## src/hw/rtl/sfwp_pkg.sv

```systemverilog
package sfwp_pkg;

  localparam int unsigned WORD_BYTES   = 4;
  localparam int unsigned LENGTH_LIMIT = 50;
  localparam int unsigned MAX_RESULTS  = 12;
  localparam int unsigned STORE_DEPTH  = 64;

  localparam int unsigned BYTE_W  = 8;
  localparam int unsigned WORD_W  = 32;
  localparam int unsigned INDEX_W = 4;
  localparam int unsigned ADDR_W  = $clog2(STORE_DEPTH);
  localparam int unsigned LEN_W   = ADDR_W;
  localparam int unsigned SEL_W   = (WORD_BYTES > 1) ? $clog2(WORD_BYTES) : 1;
  localparam int unsigned CAP_W   = 8;

  localparam logic [BYTE_W-1:0] SYNC_BYTE = 8'hAA;

  localparam int unsigned OUT_BITS  = BYTE_W + WORD_W + INDEX_W;
  localparam int unsigned OUT_TDATA = ((OUT_BITS + 7) / 8) * 8;

endpackage

```

## src/hw/rtl/sync_frame_word_parser.sv

```systemverilog
// Sync-header frame parser: bytes 0xAA, 0xAA, channel, length, payload,
// then an 8-bit additive checksum over all earlier bytes of the frame.
// Input channel in_*: one received byte per item. Output channel out_*:
// one payload word per item, big-endian, with channel and index on each
// word and tlast on the final word of the frame. cfg_we/cfg_wdata write
// word_capacity; a frame is delivered only if it holds at least one whole
// word and fewer words than word_capacity.
// Throughput: one byte per cycle while parsing. After a good checksum
// byte of a frame that is delivered, in_tready drops while the payload
// is read back from the byte store, one byte per cycle through its single
// read port: each word passes through its reads, the read latency and the
// hand-off, and the input stays held until the last word is handed off.
// The output register lets the last word wait while parsing resumes; a
// stalled receiver holds word assembly at the hand-off step.
// Reset: parser hunts for the first sync byte, output empty,
// word_capacity = 255. The byte store is not cleared; only bytes written
// in the current frame are read.
module sync_frame_word_parser
  import sfwp_pkg::*;
(
  input  logic                 clk,
  input  logic                 rst_n,
  input  logic                 in_tvalid,
  output logic                 in_tready,
  input  logic [7:0]           in_tdata,   // [7:0] rx_byte
  output logic                 out_tvalid,
  input  logic                 out_tready,
  output logic [OUT_TDATA-1:0] out_tdata,  // [7:0] channel, [39:8] word, [43:40] word_index
  output logic                 out_tlast,
  input  logic                 cfg_we,
  input  logic [CAP_W-1:0]     cfg_wdata
);

  typedef enum logic [2:0] {
    PH_HUNT0, PH_HUNT1, PH_CHAN, PH_LEN, PH_PAYLOAD, PH_CSUM
  } phase_t;

  typedef enum logic [1:0] {
    CT_RUN, CT_FETCH, CT_LAST, CT_EMIT
  } ctl_t;

  phase_t              phase_r, phase_nxt;
  ctl_t                ctl_r, ctl_nxt;
  logic [LEN_W-1:0]    remain_r, remain_nxt;
  logic [LEN_W-1:0]    bcount_r, bcount_nxt;
  logic [LEN_W-1:0]    flen_r, flen_nxt;
  logic [BYTE_W-1:0]   fchan_r, fchan_nxt;
  logic [BYTE_W-1:0]   sum_r, sum_nxt;
  logic [CAP_W-1:0]    cap_r;
  logic [INDEX_W-1:0]  wsel_r, wsel_nxt;
  logic [INDEX_W-1:0]  nwords_r, nwords_nxt;
  logic [SEL_W-1:0]    bsel_r, bsel_nxt;
  logic                rd_pend_r;
  logic [WORD_W-1:0]   acc_r;
  logic                out_valid_r, out_valid_nxt;
  logic [BYTE_W-1:0]   out_chan_r, out_chan_nxt;
  logic [WORD_W-1:0]   out_word_r, out_word_nxt;
  logic [INDEX_W-1:0]  out_idx_r, out_idx_nxt;
  logic                out_last_r, out_last_nxt;

  logic                in_acc;
  logic [BYTE_W-1:0]   b;
  logic [BYTE_W-1:0]   sum_add;
  logic [LEN_W-1:0]    wcount;
  logic                ram_we;
  logic [ADDR_W-1:0]   ram_raddr;
  logic [BYTE_W-1:0]   ram_rdata;

  assign in_tready = (ctl_r == CT_RUN);
  assign in_acc    = in_tvalid && in_tready;
  assign b         = in_tdata;
  assign sum_add   = sum_r + b;
  assign wcount    = flen_r / LEN_W'(WORD_BYTES);
  assign ram_we    = in_acc && (phase_r == PH_PAYLOAD) && (remain_r != '0);
  assign ram_raddr = ADDR_W'(ADDR_W'(wsel_r) * ADDR_W'(WORD_BYTES) + ADDR_W'(bsel_r));

  sfwp_ram #(
    .WIDTH(BYTE_W),
    .DEPTH(STORE_DEPTH)
  ) u_store (
    .clk  (clk),
    .we   (ram_we),
    .waddr(bcount_r),
    .wdata(b),
    .raddr(ram_raddr),
    .rdata(ram_rdata)
  );

  always_comb begin
    phase_nxt     = phase_r;
    ctl_nxt       = ctl_r;
    remain_nxt    = remain_r;
    bcount_nxt    = bcount_r;
    flen_nxt      = flen_r;
    fchan_nxt     = fchan_r;
    sum_nxt       = sum_r;
    wsel_nxt      = wsel_r;
    nwords_nxt    = nwords_r;
    bsel_nxt      = bsel_r;
    out_valid_nxt = out_valid_r && !out_tready;
    out_chan_nxt  = out_chan_r;
    out_word_nxt  = out_word_r;
    out_idx_nxt   = out_idx_r;
    out_last_nxt  = out_last_r;

    if (in_acc) begin
      case (phase_r)
        PH_HUNT0: begin
          if (b == SYNC_BYTE) begin
            phase_nxt = PH_HUNT1;
            sum_nxt   = b;
          end
        end
        PH_HUNT1: begin
          if (b == SYNC_BYTE) begin
            phase_nxt = PH_CHAN;
            sum_nxt   = sum_add;
          end else begin
            phase_nxt = PH_HUNT0;
          end
        end
        PH_CHAN: begin
          phase_nxt = PH_LEN;
          fchan_nxt = b;
          sum_nxt   = sum_add;
        end
        PH_LEN: begin
          if (b < BYTE_W'(LENGTH_LIMIT)) begin
            phase_nxt  = PH_PAYLOAD;
            flen_nxt   = b[LEN_W-1:0];
            remain_nxt = b[LEN_W-1:0];
            bcount_nxt = '0;
            sum_nxt    = sum_add;
          end else begin
            phase_nxt = PH_HUNT0;
          end
        end
        PH_PAYLOAD: begin
          if (remain_r != '0) begin
            bcount_nxt = bcount_r + LEN_W'(1);
            remain_nxt = remain_r - LEN_W'(1);
            sum_nxt    = sum_add;
            if (remain_r == LEN_W'(1)) begin
              phase_nxt = PH_CSUM;
            end
          end else begin
            phase_nxt = PH_HUNT0;
          end
        end
        PH_CSUM: begin
          phase_nxt = PH_HUNT0;
          if ((sum_r == b) && (wcount != '0) &&
              (CAP_W'(wcount) < cap_r)) begin
            ctl_nxt    = CT_FETCH;
            wsel_nxt   = '0;
            bsel_nxt   = '0;
            nwords_nxt = (wcount > LEN_W'(MAX_RESULTS)) ? INDEX_W'(MAX_RESULTS)
                                                          : INDEX_W'(wcount);
          end
        end
        default: begin
          phase_nxt = PH_HUNT0;
        end
      endcase
    end

    case (ctl_r)
      CT_RUN: begin
      end
      CT_FETCH: begin
        if (bsel_r == SEL_W'(WORD_BYTES - 1)) begin
          bsel_nxt = '0;
          ctl_nxt  = CT_LAST;
        end else begin
          bsel_nxt = bsel_r + SEL_W'(1);
        end
      end
      CT_LAST: begin
        ctl_nxt = CT_EMIT;
      end
      CT_EMIT: begin
        if (!out_valid_r || out_tready) begin
          out_valid_nxt = 1'b1;
          out_chan_nxt  = fchan_r;
          out_word_nxt  = acc_r;
          out_idx_nxt   = wsel_r;
          out_last_nxt  = (wsel_r == nwords_r - INDEX_W'(1));
          if (wsel_r == nwords_r - INDEX_W'(1)) begin
            ctl_nxt = CT_RUN;
          end else begin
            wsel_nxt = wsel_r + INDEX_W'(1);
            ctl_nxt  = CT_FETCH;
          end
        end
      end
      default: begin
        ctl_nxt = CT_RUN;
      end
    endcase
  end

  always_ff @(posedge clk) begin
    if (!rst_n) begin
      phase_r     <= PH_HUNT0;
      ctl_r       <= CT_RUN;
      remain_r    <= '0;
      bcount_r    <= '0;
      flen_r      <= '0;
      fchan_r     <= '0;
      sum_r       <= '0;
      cap_r       <= '1;
      wsel_r      <= '0;
      nwords_r    <= '0;
      bsel_r      <= '0;
      rd_pend_r   <= 1'b0;
      out_valid_r <= 1'b0;
    end else begin
      phase_r     <= phase_nxt;
      ctl_r       <= ctl_nxt;
      remain_r    <= remain_nxt;
      bcount_r    <= bcount_nxt;
      flen_r      <= flen_nxt;
      fchan_r     <= fchan_nxt;
      sum_r       <= sum_nxt;
      wsel_r      <= wsel_nxt;
      nwords_r    <= nwords_nxt;
      bsel_r      <= bsel_nxt;
      rd_pend_r   <= (ctl_r == CT_FETCH);
      out_valid_r <= out_valid_nxt;
      if (cfg_we) begin
        cap_r <= cfg_wdata;
      end
    end
  end

  always_ff @(posedge clk) begin
    if (rd_pend_r) begin
      acc_r <= WORD_W'({acc_r, ram_rdata});
    end
    out_chan_r <= out_chan_nxt;
    out_word_r <= out_word_nxt;
    out_idx_r  <= out_idx_nxt;
    out_last_r <= out_last_nxt;
  end

  assign out_tvalid = out_valid_r;
  assign out_tlast  = out_last_r;
  assign out_tdata  = OUT_TDATA'({out_idx_r, out_word_r, out_chan_r});

endmodule

```

## src/hw/rtl/sfwp_ram.sv

```systemverilog
module sfwp_ram #(
  parameter int unsigned WIDTH = 8,
  parameter int unsigned DEPTH = 64
) (
  input  logic                     clk,
  input  logic                     we,
  input  logic [$clog2(DEPTH)-1:0] waddr,
  input  logic [WIDTH-1:0]         wdata,
  input  logic [$clog2(DEPTH)-1:0] raddr,
  output logic [WIDTH-1:0]         rdata
);

  logic [WIDTH-1:0] mem [DEPTH];
  logic [WIDTH-1:0] rdata_r;

  always_ff @(posedge clk) begin
    if (we) begin
      mem[waddr] <= wdata;
    end
    rdata_r <= mem[raddr];
  end

  assign rdata = rdata_r;

endmodule

```

## config.mk

```make
export PLATFORM = sky130hd
export DESIGN_NAME = sync_frame_word_parser
export DESIGN_NICKNAME = d
export VERILOG_FILES = /design/src/hw/rtl/sfwp_pkg.sv /design/src/hw/rtl/sync_frame_word_parser.sv /design/src/hw/rtl/sfwp_ram.sv
export SDC_FILE = /design/constraint.sdc
export NUM_CORES = 1
export LEC_CHECK = 0
export BUFFER_PORTS_ARGS = -buffer_cell sky130_fd_sc_hd__buf_2
export CAP_MARGIN = 40
export CORE_ASPECT_RATIO = 0.5
export CORE_MARGIN = 2
export CORE_UTILIZATION = 45
export DETAILED_ROUTE_END_ITERATION = 8
export PLACE_DENSITY_LB_ADDON = 0.1
export SLEW_MARGIN = 10
export SYNTH_ARGS = -nofsm -noshare
export SYNTH_HDL_FRONTEND = slang
export SYNTH_SLANG_ARGS = --single-unit
export TNS_END_PERCENT = 20
```

## constraint.sdc

```tcl
create_clock -name clk -period 8 [get_ports clk]
set_input_delay 1.2 -clock clk [delete_from_list [all_inputs] [get_ports clk]]
set_output_delay 1.2 -clock clk [all_outputs]
set_load 0.005 [all_outputs]
```

==> impl_metrics.tcl <==
set metrics [dict create \
    crit_arrival_ps 4140 \
    tightest_slew_ps 886 \
    min_period_ps 3920 \
    drive_gt1_frac 0.200 \
    grt_overflow_total 0 \
    clockBufferDepth 3 \
    pin_count 72 \
    syn_inst 1431 \
    max-cap-violations 0 \
    leakagePower_nw 9.06 \
    p_switching_w 0.00130 \
    async_reset_ff_frac 0 \
    cts_root_buf "clkbuf_16" \
    layout_common_cells "589 x edfxtp_1, 131 x nor2_1, 106 x mux4_2" \
    placed_cells 2218 \
    p_sw_frac 0.194 \
    power.internal_w 0.00539 \
    hold_violations 0 \
    dp_hpwl_mm 38.2 \
    path_max_fanout 13 \
    num_vias 13500 \
    antenna_found_initial 2 \
    crit_chain "nor3b_2 > o21ai_0 > nor3_1 > nand3_1 > nor2_1" \
    yosys.cell_types.count 65 \
    vias_per_cell 5.81 \
    p_seq_frac 0.555 \
    synth_top_flop_cell "edfxtp_1" \
    slew_viol_final 0 \
    multiInputGateArea_mm2 0.00607 \
    worstHoldStart "u_store.rdata[4]$_DFF_P_" \
    regArea_mm2 0.0190 \
    p_per_area_mw_per_mm2 233 \
    syn_area_mm2 0.0255 \
    cts_setup_buffers 0 \
    clockPowerShare 0.432 \
    vdd_drop_max_v 0.000158 \
    skew_ps 28.2 \
    setup_viol 0 \
    die-height_um 172 \
    fin_util 0.514 \
    cts.clk_slew.worst_paths_ps 60 \
    crit_path_start_kind "register" \
    rsz0062_at_grt "false" \
    core_mm2 0.0558 \
    stdcell_count 2326 \
    synth_edf_count 589 \
    reg2regPathDepth 5 \
    synthToLayoutAreaGrowth_pct 12.5 \
    max_freq_mhz 255 \
    min_to "acc_r[4]$_DFFE_PP_" \
    start_util 0.457 \
    port_buffers 67 \
    final_common_cell "edfxtp_1" \
    num_rows 61 \
    drtIter0Drc 1467 \
    path_class "register to register" \
    synth-seq-cells 654 \
    wl_per_cell_um 26.4 \
    drc 0 \
    die-width_um 341 \
    relSlewSlack 0.407 \
    cp_data_required_time_ps 8220 \
    insertion_delay_ps 620 \
    finalWirelength_mm 61.5 \
    yosysSeqAreaShare 0.744 \
    cts_buffers 56 \
    whs_path_depth 0 \
    combPwrFrac 0.013 \
    cts_tree "yes" \
    slowest_stage "nor2_1" \
    cp-end-kind "register" \
    status "finished, final reports clean" \
    r2r_setup_slack_ps 4080 \
    grt_pass1_vias 13200 \
    grt_max_degree 72 \
    grt_use_total 0.212 \
    critical_path.max_stage_delay_ps 890 \
    grt_pass1_wl_mm 89.6 \
    finalCritPeriodShare 0.490 \
    hp-class "register to register" \
    synth.avg_cell_area_um2 17.8 \
    cts_max_level 2 \
    place_congestion 0.835 \
    fin_nets 1562 \
    r2r-end "u_store.mem[38][3]$_DFFE_PP_" \
    tns_ps 0 \
    clock_sinks 654 \
    dr.pass1.iters 5 \
    die_area_mm2 0.0587 \
    ant_nets 0 \
    r2r_start "phase_r[2]$_SDFFE_PN0P_" \
    ctsResizeCount 0 \
    ys_warn_count 0 \
    n_fill_cell 4453 \
    cts.hold.buffers_added 0 \
]
## area by class of cell
class / count / area share
flip-flops and latches: 654 / 0.662
inverters: 21 / 0.00275
clock buffers: 69 / 0.0513
repair buffers: 108 / 0.0237
clock inverters: 33 / 0.0158
multi-input cells: 682 / 0.211
diodes: 3 / 0.000262
well taps: 756 / 0.0330
## worst max-delay path by stage
stage / endpoint / from
2_1_floorplan: wsel_r[2]$_SDFF_PN0_ / out_tready
3_3_place_gp: nwords_r[0]$_SDFFE_PN0P_ / in_tdata[2]
3_5_place_dp: u_store.mem[3][7]$_DFFE_PP_ / in_tvalid
4_1_cts: u_store.mem[38][5]$_DFFE_PP_ / phase_r[2]$_SDFFE_PN0P_
5_1_grt: u_store.mem[54][6]$_DFFE_PP_ / phase_r[2]$_SDFFE_PN0P_
6_report: u_store.mem[38][3]$_DFFE_PP_ / phase_r[2]$_SDFFE_PN0P_
## cell usage after synthesis, types with 2 or more instances
library cell	count	area (um^2)
o22ai_1	16	100
nand3_1	17	85.1
nor3b_1	2	15.0
a21o_1	2	15.0
xnor2_1	8	70.1
buf_4	16	120
mux2i_1	87	871
a21oi_1	44	220
a22oi_1	5	37.5
o31a_2	2	20.0
o211ai_1	6	45.0
a211oi_1	13	97.6
a31oi_1	9	56.3
a211o_1	3	26.3
edfxtp_1	589	17700
nor2b_1	12	75.1
nand2_1	66	248
or4b_1	2	20.0
o31ai_1	2	15.0
or4_1	2	15.0
a221oi_1	2	17.5
xor2_1	8	70.1
buf_1	9	33.8
a2111oi_0	9	78.8
nand3b_1	8	60.1
nor4_1	4	25.0
clkbuf_1	30	113
or3b_2	3	26.3
nor3_1	10	50.1
nand4_1	4	25.0
o21a_1	3	22.5
nor2_1	131	492
o221ai_1	10	87.6
ha_1	17	213
mux4_2	106	2390
dfxtp_1	65	1300
buf_6	3	33.8
inv_1	21	78.8
o21ai_0	35	175
nand2b_1	7	43.8
buf_2	19	95.1
## registers in the layout, summed over array words and instances (netlist names), 6 cells and up
signal / count
cap_r: 8
sum_r: 8
remain_r: 6
out_word_r: 32
acc_r: 32
out_chan_r: 8
bcount_r: 6
u_store.mem: 512
u_store.rdata: 8
fchan_r: 8
## worst max-delay path, delay by kind of cell (launching register included)
family	cells	cell delay, ps
AOI/OAI and AO/OA	1	300
DFF	1	570
and+or+nand+nor	4	2690
## power groups by stage
stage	clock [W]	sequential [W]	combinational, W
2_1_floorplan	0	0.00379	0.0000208
3_3_place_gp	0	0.00379	0.0000859
3_5_place_dp	0	0.00379	0.0000900
4_1_cts	0.00294	0.00371	0.0000899
5_1_grt	0.00307	0.00371	0.0000981
6_report	0.00289	0.00371	0.0000894
## through the flow
stage | setup WS (ps) | power, W | area [um^2] | hold WS (ps)
finish | 4080 | 0.00669 | 28700 | 403
global route | 3770 | 0.00688 | 28700 | 409
CTS | 4110 | 0.00674 | 28700 | 403
detailed placement | 3890 | 0.00388 | 26700 | 390
global placement | 3980 | 0.00387 | 26600 | 388
floorplan | 3520 | 0.00381 | 25500 | 386
## cell families after synthesis
| logic type | share of synthesized area |
|---|---|
| AO/OA/AOI/OAI | 0.0438 |
| XOR/XNOR | 0.00549 |
| adder cells (fa/ha/maj) | 0.00912 |
| buffers and inverters | 0.0186 |
| flip-flops | 0.744 |
| multiplexers | 0.128 |
| other | 0.000147 |
| AND/OR/NAND/NOR | 0.0502 |
## routing by layer
layer / global-route usage / routed length, um / vias up
met2: 0.320 / 27200 / 587
met1: 0.312 / 27200 / 6990
met3: 0.0560 / 6180 / 82
met5: 0 / 0 / -
met4: 0.0393 / 922 / 0
li1: - / - / 5854
Note: power is estimated with default switching activity, not from simulation.
